==> src/rtl/spc_pkg.sv <==
// Shared types and constants for the stack permutation checker.
package spc_pkg;

  localparam int VAL_W = 6;
  localparam int CNT_W = 7;
  localparam int MAX_VALUE_DEF = 63;
  localparam int QUEUE_DEPTH_DEF = 2;

  localparam logic [1:0] OP_PUSH = 2'd0;
  localparam logic [1:0] OP_POP  = 2'd1;
  localparam logic [1:0] OP_FAIL = 2'd2;

  typedef struct packed {
    logic [VAL_W-1:0] target;
    logic             start_req;
  } in_item_t;

  typedef struct packed {
    logic [1:0]       op;
    logic [VAL_W-1:0] moved_value;
    logic             last;
  } out_item_t;

  typedef struct packed {
    logic [VAL_W-1:0] target;
    logic             start_req;
    logic             in_range;
  } cmd_t;

  typedef enum logic {
    ST_IDLE,
    ST_PUSH
  } back_state_t;

endpackage

==> src/rtl/spc_back.sv <==
// Execution stage: stack, push counter and failure flag; emits push/pop/fail results.
module spc_back import spc_pkg::*; #(
  parameter int MAX_VALUE = MAX_VALUE_DEF
) (
  input  logic      clk,
  input  logic      rst,
  input  logic      cmd_empty,
  input  cmd_t      cmd,
  output logic      cmd_pop,
  output logic      res_push,
  output out_item_t res,
  input  logic      res_full
);

  localparam int ADDR_W = (MAX_VALUE > 1) ? $clog2(MAX_VALUE) : 1;

  logic [VAL_W-1:0] stack_mem [MAX_VALUE];

  back_state_t      state, state_next;
  logic [CNT_W-1:0] count, count_next;
  logic [CNT_W-1:0] nxt, nxt_next;
  logic             failed, failed_next;
  logic             src_mem, src_mem_next;
  logic [VAL_W-1:0] top;
  logic [VAL_W-1:0] rd_q;
  logic [VAL_W-1:0] tgt;
  logic             tgt_ok;

  logic [CNT_W-1:0] count_e;
  logic [CNT_W-1:0] nxt_e;
  logic             fail_e;
  logic [VAL_W-1:0] cur_target;
  logic             cur_ok;
  logic [VAL_W-1:0] top_eff;
  logic             need_push;
  logic             active;
  logic             drop;
  logic             do_push;
  logic             do_pop;
  logic             do_fail;
  logic             fire;
  logic             commit;
  logic [CNT_W-1:0] pop_cnt;
  logic [ADDR_W-1:0] wr_idx;
  logic [ADDR_W-1:0] rd_idx;

  // Next state.
  always_comb begin
    state_next = state;
    unique case (state)
      ST_IDLE: begin
        if (fire && do_push) begin
          state_next = ST_PUSH;
        end
      end
      ST_PUSH: begin
        if (fire && !do_push) begin
          state_next = ST_IDLE;
        end
      end
      default: state_next = ST_IDLE;
    endcase
  end

  // Decisions and outputs.
  always_comb begin
    if (state == ST_IDLE) begin
      count_e    = cmd.start_req ? '0 : count;
      nxt_e      = cmd.start_req ? CNT_W'(1) : nxt;
      fail_e     = cmd.start_req ? 1'b0 : failed;
      cur_target = cmd.target;
      cur_ok     = cmd.in_range;
      active     = !cmd_empty && !fail_e;
      drop       = !cmd_empty && fail_e;
    end else begin
      count_e    = count;
      nxt_e      = nxt;
      fail_e     = failed;
      cur_target = tgt;
      cur_ok     = tgt_ok;
      active     = 1'b1;
      drop       = 1'b0;
    end
    top_eff   = src_mem ? rd_q : top;
    need_push = cur_ok && (nxt_e <= {1'b0, cur_target});
    do_push   = active && need_push;
    do_pop    = active && !need_push && cur_ok && (count_e != '0) && (top_eff == cur_target);
    do_fail   = active && !need_push && !do_pop;
    res_push  = active;
    fire      = active && !res_full;
    cmd_pop   = (state == ST_IDLE) && !cmd_empty && (drop || fire);
    commit    = cmd_pop || ((state == ST_PUSH) && fire);

    res.op          = OP_FAIL;
    res.moved_value = '0;
    res.last        = 1'b1;
    if (do_push) begin
      res.op          = OP_PUSH;
      res.moved_value = nxt_e[VAL_W-1:0];
      res.last        = 1'b0;
    end else if (do_pop) begin
      res.op          = OP_POP;
      res.moved_value = cur_target;
    end

    count_next   = count;
    nxt_next     = nxt;
    failed_next  = failed;
    src_mem_next = src_mem;
    if (commit) begin
      count_next  = count_e;
      nxt_next    = nxt_e;
      failed_next = fail_e;
      if (do_push) begin
        count_next   = count_e + 1'b1;
        nxt_next     = nxt_e + 1'b1;
        src_mem_next = 1'b0;
      end else if (do_pop) begin
        count_next   = count_e - 1'b1;
        src_mem_next = 1'b1;
      end else if (do_fail) begin
        failed_next  = 1'b1;
      end
    end

    pop_cnt = count_e - CNT_W'(2);
    wr_idx  = count_e[ADDR_W-1:0];
    rd_idx  = pop_cnt[ADDR_W-1:0];
  end

  // Stack storage: write on push, read the entry below the top on pop.
  always_ff @(posedge clk) begin
    if (fire && do_push) begin
      stack_mem[wr_idx] <= nxt_e[VAL_W-1:0];
    end
    if (fire && do_pop) begin
      rd_q <= stack_mem[rd_idx];
    end
  end

  always_ff @(posedge clk) begin
    if (fire && do_push) begin
      top <= nxt_e[VAL_W-1:0];
    end
    if (state == ST_IDLE && fire && do_push) begin
      tgt    <= cmd.target;
      tgt_ok <= cmd.in_range;
    end
  end

  always_ff @(posedge clk) begin
    if (rst) begin
      state   <= ST_IDLE;
      count   <= '0;
      nxt     <= CNT_W'(1);
      failed  <= 1'b0;
      src_mem <= 1'b0;
    end else begin
      state   <= state_next;
      count   <= count_next;
      nxt     <= nxt_next;
      failed  <= failed_next;
      src_mem <= src_mem_next;
    end
  end

endmodule

==> config.mk <==
export PLATFORM = sky130hd
export DESIGN_NAME = spc_back
export DESIGN_NICKNAME = d
export VERILOG_FILES = /design/src/rtl/spc_pkg.sv /design/src/rtl/spc_back.sv
export SDC_FILE = /design/constraint.sdc
export NUM_CORES = 1
export LEC_CHECK = 0
export ABC_AREA = 1
export BUFFER_PORTS_ARGS = -buffer_cell sky130_fd_sc_hd__buf_2
export CORE_UTILIZATION = 31
export CTS_BUF_LIST = sky130_fd_sc_hd__clkbuf_2 sky130_fd_sc_hd__clkbuf_4 sky130_fd_sc_hd__clkbuf_8
export DETAILED_ROUTE_END_ITERATION = 10
export GPL_TIMING_DRIVEN = 0
export PLACE_DENSITY = 0.41
export SETUP_SLACK_MARGIN = 0.05
export SLEW_MARGIN = 20
export SYNTH_ARGS = -nofsm -noshare
export SYNTH_HDL_FRONTEND = slang
export SYNTH_SLANG_ARGS = --single-unit
==> constraint.sdc <==
create_clock -name clk -period 5 [get_ports clk]
set_input_delay 0.25 -clock clk [delete_from_list [all_inputs] [get_ports clk]]
set_output_delay 0.25 -clock clk [all_outputs]
set_load 0.01 [all_outputs]
**After elaboration in Yosys (flattened, before gate mapping)**

Memory sizes are Yosys's and may differ from the RTL's. A register that Yosys moved wholly into a read port is not among the register bits.
Index checks and enable logic that the tools add are counted.

- Mux-type cells: 26
- $lt $le $gt $ge: 1
- Divide/modulo/power cells: 0
- Shifts and indexed selects: 0
- $mul: 0
- Bitwise logic cells: 1
- Equality and inequality tests: 1
- Reductions and logical operators: 29
- Add/subtract/negate cells: 4

Operators by type and width:

| cell | count |
|---|---|
| two-way mux 7 bit | 7 |
| logical AND 1 bit | 18 |
| two-way mux 8 bit | 2 |
| adder 7 x 1 -> 7 bit (second input constant) | 2 |
| two-way mux 1 bit | 14 |
| two-way mux 6 bit | 2 |
| less-or-equal comparator 7 x 6 -> 1 bit | 1 |
| nonzero test 7 bit | 1 |
| subtractor 7 x 1 -> 7 bit (second input constant) | 1 |
| == test 6 bit | 1 |
| logical NOT 1 bit | 6 |
| subtractor 6 x 2 -> 6 bit (second input constant) | 1 |
| logical OR 1 bit | 2 |
| one-hot mux 1 bit (2 select lines) | 1 |
| AND reduction 2 bit | 1 |
| nonzero test 2 bit | 1 |
| inverter 1 bit | 1 |

- Input port bits: 12
- Latch bits: 0
- RAM bits: 378
- Word-level logic and storage cells: 71
- Memories: 1
- Bits in read-only memories: 0
- Output and inout port bits: 11
- Flip-flop bits (word level): 30

Memory list:

| memory | words | width | rd ports | clocked after Yosys merged registers in | wr ports | RTL line | RTL |
|---|---|---|---|---|---|---|---|
| stack_mem | 63 | 6 | 1 | 1 | 1 | spc_back.sv:17 | `logic [VAL_W-1:0] stack_mem [MAX_VALUE];` |

**Longest topological paths before layout**

Gate-level depths: netlist (run 1).

- Depth after elaboration: 14
- Depth in mapped cells: 22
- Mapped depth without buffers: 20

**Worst setup path before layout (run 1)**

Ideal clock, no wire load.

- Path kind: register to register
- Start point: reg with a tool-made name
- End point: mem stack_mem[0][0], enable pin
- Clock period less this slack: 4.245 ns
- Arrival time: 3.895 ns
- Setup slack: 0.755 ns
- Cell stages (with the launch flop): 15
- Data required time: 4.650 ns
- Cells stage by stage: dfxtp_1 buf_6 nor2_8 nor2_1 ha_1 a21oi_1 nand2_1 nand2_1 nand2_1 nand2_1 nand2_1 nor2_2 buf_4 nand3_2 nor2_1

RTL lines:

| item | RTL line |
|---|---|
| end: declaration | spc_back.sv:17 |

==> results.md, run 1 <==
* Status: completed
* Fillers at approximately 5,600
* Layout cells sized above 1 at 0.153
* Post-DP Area at between 0.015 and 0.02 sq mm
* Largest net degree at the start of global routing at 66
* Crit-path most repeated cell: nand3_1
* Drt drc at 0
* CTS Sinks at roughly 410
* Cells after synthesis at 1,534
* Clock Pin Slew Worst Setup and Hold Paths at 60 ps
* Critical-path cell list: buf_6, inv_6, nand2_8, nand2_2, buf_4, buf_2, ha_1, clkbuf_1, clkinv_1, clkbuf_1, o211ai_1, nand3_1, nand3_1, nand3_1, nand2_1
* Area of the mapped netlist at approximately 0.018 sq mm
* Drt first pass iters at 6
* Number of top-level pins at 23
* HPWL Detailed at 43,400 microns
* Crit path kind: reg -> reg
* Post-synthesis sequential area ratio at 0.686
* Port bufs at 22
* Core box area at roughly 0.057 sq mm
* Hold Violations, Final at 0
* Root buffer cell: clkbuf_8
* Design Power at around 7.6 mW
* HP Class: in -> reg
* Syn nets at roughly 1,600
* Number of synthesis warnings at 0
* Clk Latency, worst-skew pair at about 700 ps
* Synth cell types at 48
* Clock Skew at 29.7 ps
* Max stage delay cell, worst path: clkbuf_1
* Fmax achieved at 0.219 GHz
* Pleak at 7.15 nW
* RD Place Congestion at 0.878
* CTS resizes at 0
* Synth Register Bits at about 410
* Worst setup SP type: flip-flop
* Req. time, crit path at 5420 ps
* Die Width at approximately 240 microns
* H-tree depth at 3
* Period utilisation layout at 0.914
* First-pass GRT wire length at approximately 90,000 microns
* RSZ-0062 raised after global routing: no
* Final setup violation count at 0
* 1st-iter DRT viols at approximately 1,200
* Remaining Overflow, GRT at 0
* Layout Nets at approximately 1,700
* Vias at 12,500
* Std cell rows at a little under 90
* CTS tree: yes
* CP max FO at 14
* Initial Util at 0.315
* Register-to-Register Path Depth at 15
* Crit path buf inv count at 7
* Post-route cell area at roughly 0.021 sq mm
* WL final at about 65,000 microns
* Antenna viol nets, final at 0
* GRT Util Overall at 0.222
* Vias/cell at just over 5
* Vias in the first global route at 12,500
* Hold slack final at 198 ps
* Die H at approximately 240 microns
* Total of max-cap violations at 0
* Worst-Margin Slew at between 1000 and 1500 ps
* Commonest non-fill, non-tap cell in the layout: edfxtp_1
* Commonest cells after routing, fill and taps aside: edfxtp_1, nor2_1, o21ai_0
* Num CTS Buffers at slightly below 80
* WHS Path Cells at 5
* P per Cell Area at between 300 and 400 mW/mm^2
* Die area at between 0.05 and 0.06 sq mm
* Final Max Tran Viols at 0
* Max clock buf depth at 3
* Crit-path leading delay family: buffers and inverters
* CP peak stage delay at between 900 and 1000 ps
* Post-DR wirelength/cell at 26.3 microns
* Setup Buffers After CTS at 0
* Peak VDD IR at around 0.19 mV
* Initial antenna violation count at 2
* Layout area overhead at 16.1%
* Cell count along the critical path at 15
* Tmin final at around 4600 ps
* Relative slew slack at 0.209
* Post-Syn Area per Cell at about 12 sq um
* Critical path arrival at between 4000 and 5000 ps
* Crit end category: flip-flop
-- report_power, final --
| group | switching [mW] | internal, mW | total (mW) | leakage (nW) |
|---|---|---|---|---|
| logic | 0.413 | 0.145 | 0.558 | 2.58 |
| clock network | 1.51 | 1.76 | 3.27 | 0.789 |
| registers | 0.00513 | 3.77 | 3.78 | 3.78 |
| total | 1.93 | 5.68 | 7.61 | 7.15 |
-- worst min-delay path, cell delays in order --
cell and delay (ps):
buf_2 120, nand3b_1 170, nand2_4 120, nand2_2 110
a21oi_1 50
-- repair_timing --
action	CTS	global route
hold buffers	10	0
hold endpoints to repair	18	0
setup endpoints to repair	0	0
-- metal layers --
layer / vias up / routed length [microns] / track usage / share of wire
met5: - / 0 / 0 / 0
met2: 391 / 30300 / 0.359 / 0.47
met1: 6227 / 28700 / 0.294 / 0.44
li1: 5780 / - / - / -
met3: 112 / 3550 / 0.0386 / 0.055
met4: 0 / 2420 / 0.0875 / 0.037
-- synth_stat cells, drive strengths merged --
master,n,share of area
clkinv,1,0.00021
or2,5,0.0017
a32oi,1,0.00049
nor3,7,0.0022
ha,15,0.010
xor2,3,0.0019
clkbuf,30,0.0064
o31ai,1,0.00042
dfxtp,17,0.019
a21oi,15,0.0044
o22ai,5,0.0017
nand3,104,0.032
edfxtp,397,0.67
o221ai,10,0.0049
o211ai,90,0.038
o21bai,3,0.0013
buf,56,0.021
nand4,5,0.0017
nor2,344,0.075
and3,1,0.00035
o21a,2,0.00084
a31oi,1,0.00035
nand2,140,0.033
inv,71,0.015
o21ai,209,0.059
nand3b,1,0.00042
-- kinds of logic (layout without fill, tap and decap cells) --
logic type / after synthesis / in the layout / synth area share
adders and majority gates: 15 / 15 / 0.0105
xor gates and xnor gates: 3 / 3 / 0.00189
buffers and inverters: 158 / 340 / 0.0430
other: 0 / 1 / 0
DFF: 414 / 414 / 0.686
and+or+nand+nor: 607 / 607 / 0.146
AOI/OAI and AO/OA: 337 / 337 / 0.112
-- layout make-up --
type	instances	area [sq um]	area share
diodes	1	2.50	0.000121
plain buffers	86	489	0.0236
clock buffers	110	1330	0.0639
clock inverters	32	178	0.00856
inverters	72	288	0.0139
multi-input cells	962	4870	0.235
flip-flops and latches	414	12300	0.591
well taps	756	946	0.0456
repair buffers	40	393	0.0189
-- through the flow --
| stage | util | setup slack [ps] | instances | TNS, ps |
|---|---|---|---|---|
| after floorplan | - | 755 | 1534 | 0 |
| after global placement | 0.334 | -3360 | 2312 | -1497360 |
| after detailed placement | 0.338 | 622 | 2320 | 0 |
| after CTS | 0.366 | 586 | 2472 | 0 |
| after global routing | 0.366 | 418 | 2473 | 0 |
| final | 0.366 | 431 | 2473 | 0 |
-- flip-flops by register name, summed over array words and instances, names as in the netlist, 6 cells and up, named ones only --
| signal | cells |
|---|---|
| nxt | 7 |
| tgt | 6 |
| top | 6 |
| rd_q | 6 |
| count | 7 |
| stack_mem | 378 |
-- worst paths after layout --
check | from | slack, ps | to
worst max-delay path | flip-flop | 430 | rd_q[1]
worst min-delay path | cmd_empty | 200 | src_mem
worst max register to register | flip-flop | 430 | rd_q[1]
worst min register to register | nxt[1] | 470 | nxt[1]
Note: power is estimated with default switching activity, not from simulation.
==> inputs of run 2 (changes only) <==
- RECOVER_POWER: unset -> 25
==> run 2 against run 1 <==
Against the previous run: the run now ends with capacitance limit, slew limit left; first-iteration DRC count rose by 1.6%; global-route usage did not move; maximum frequency rose by 0.73%; highest routed layer unchanged.
==> results.md, run 2 (synthesis gave the netlist of run 1 again) <==
* Post-DP Area at 0.0191 sq mm
* Critical path arrival at between 4000 and 5000 ps
* HP Class: in -> reg
* Setup Buffers After CTS at 0
* Vias at 12,600
* RD Place Congestion at ~0.88
* Worst reg2reg setup slack at around 460 ps
* Req. time, crit path at 5420 ps
* Initial Util at 0.315
* Layout Nets at 1,682
* Layout cells sized above 1 at 0.147
* Max clock buf depth at 3
* Commonest non-fill, non-tap cell in the layout: edfxtp_1
* Remaining Overflow, GRT at 0
* Post-DR wirelength/cell at 26.3 microns
* Pint at about 5.7 mW
* Setup crit end: rd_q[1]
* Sw Ratio at 0.253
* WL final at about 65,000 microns
* Fmax achieved at 0.220 GHz
* Die H at around 240 microns
* CTS Sinks at 414
* Drt drc at 0
* P per Cell Area at about 370 mW/mm^2
* Crit path kind: reg -> reg
* DP Worst Slack at 622 ps
* Peak VDD IR at between 0.15 and 0.2 mV
* Die area at 0.0586 sq mm
* Sequential Power Share at 0.497
* Antenna viol nets, final at 0
* Vias/cell at 5.10
* Register-to-Register Path Depth at 15
* Relative slew slack at -1.18
* Total of max-cap violations at 2
* Initial antenna violation count at 2
* Largest net degree at the start of global routing at 66
* H-tree depth at 3
* Clock Pin Slew Worst Setup and Hold Paths at 60 ps
* Design Power at around 7.6 mW
* Final WS setup at around 460 ps
* Root buffer cell: clkbuf_8
* Final Max Tran Viols at a little over 100
* HPWL Detailed at ~43,000 microns
* Std cell rows at 87
* Net Sw Power at slightly below 2 mW
* Drt first pass iters at 5
* Core box area at 0.0567 sq mm
* First-pass GRT wire length at between 90,000 and 100,000 microns
* RSZ-0062 raised after global routing: no
* Hold Violations, Final at 0
* Pleak at 7.09 nW
* Biggest regs: stack_mem: 378 flops, count: 7 flops, nxt: 7 flops
* Number of top-level pins at 23
* 1st-iter DRT viols at 1,215
* CTS tree: yes
* Fillers at approximately 5,600
* Die Width at ~240 microns
* Num CTS Buffers at approximately 80
* WHS Path Cells at 5
* Final non-filler cell total at about 2,500
* Combinational power share at 0.073
* GRT Util Overall at 0.222
* Max reg flops at between 300 and 400
* CP max FO at 14
* Tmin final at ~4500 ps
* Post-Place Cells at 2,320
* Worst setup SP type: flip-flop
* Worst Hold Launch: cmd_empty
* Post-route cell area at roughly 0.021 sq mm
* Top reg by flops: stack_mem
* Final setup violation count at 0
* Failing checks: capacitance limit, slew limit
* Layout area overhead at 15.6%
* Port bufs at 22
* Vias in the first global route at 12,500
* Reg-to-Reg End: rd_q[1]
* Clock Skew at about 30 ps
* Clk Latency, worst-skew pair at slightly below 700 ps
* Crit end category: flip-flop
* Status: finished with violations
* Power share of the clock group at 0.430
* Worst-Margin Slew at 3280 ps
* Commonest cells after routing, fill and taps aside: edfxtp_1, nor2_1, o21ai_0
* Period utilisation layout at 0.907
[run 2: final cells by class]
| cell class | instances | area [sq um] | area share |
|---|---|---|---|
| Antenna cell | 1 | 2.50 | 0.000121 |
| Inverter | 72 | 287 | 0.0139 |
| Buffer | 86 | 489 | 0.0237 |
| Clock buffer | 110 | 1330 | 0.0642 |
| Timing Repair Buffer | 40 | 304 | 0.0147 |
| Multi-Input combinational cell | 962 | 4870 | 0.236 |
| Sequential cell | 414 | 12300 | 0.593 |
| Clock inverter | 32 | 178 | 0.00860 |
| Tap cell | 756 | 946 | 0.0458 |
[run 2: worst max-delay path: stages (launching register included)]
cell and delay, ps:
dfxtp_1 310, buf_6 150, inv_6 80, nand2_8 80, nand2_2 200, buf_4 240, buf_2 400, ha_1 320
clkbuf_1 360, clkinv_1 320, clkbuf_1 900, o211ai_1 270, nand3_1 210, nand3_1 220, nand3_1 140, nand2_1 60
[run 2: timing repair]
action                                 in CTS  in global routing
hold buffers                               10                  0
resized for setup                           0                  0
endpoints found under the hold margin      18                  0
[run 2: metrics by stage]
| stage | setup TNS (ps) | utilization | hold slack (ps) |
|---|---|---|---|
| finish | 0 | 0.364 | 197 |
| global route | 0 | 0.364 | 217 |
| CTS | 0 | 0.366 | 138 |
| detailed placement | 0 | 0.338 | 450 |
| global placement | -1497360 | 0.334 | 445 |
| floorplan | 0 | - | 319 |
[run 2: power groups by stage]
stage               Combinational (mW)  Clock [mW]  Sequential, mW
floorplan                        0.304           0            3.85
global placement                 0.542           0            3.85
detailed placement               0.550           0            3.85
CTS                              0.557        3.33            3.78
global route                     0.592        3.48            3.78
finish                           0.554        3.27            3.78
[run 2: how the worst min path moves through the flow]
stage | endpoint | slack [ps]
5_1_grt | src_mem | 220
3_5_place_dp | tgt[0] | 450
6_report | src_mem | 200
4_1_cts | src_mem | 140
3_3_place_gp | tgt[3] | 440
2_1_floorplan | flip-flop | 320
[run 2: layer usage]
layer,global-route usage,part of all wire,vias up
li1,-,-,5781
met1,0.294,0.44,6281
met2,0.359,0.47,447
met3,0.0386,0.058,115
met4,0.0875,0.037,0
met5,0,0,-
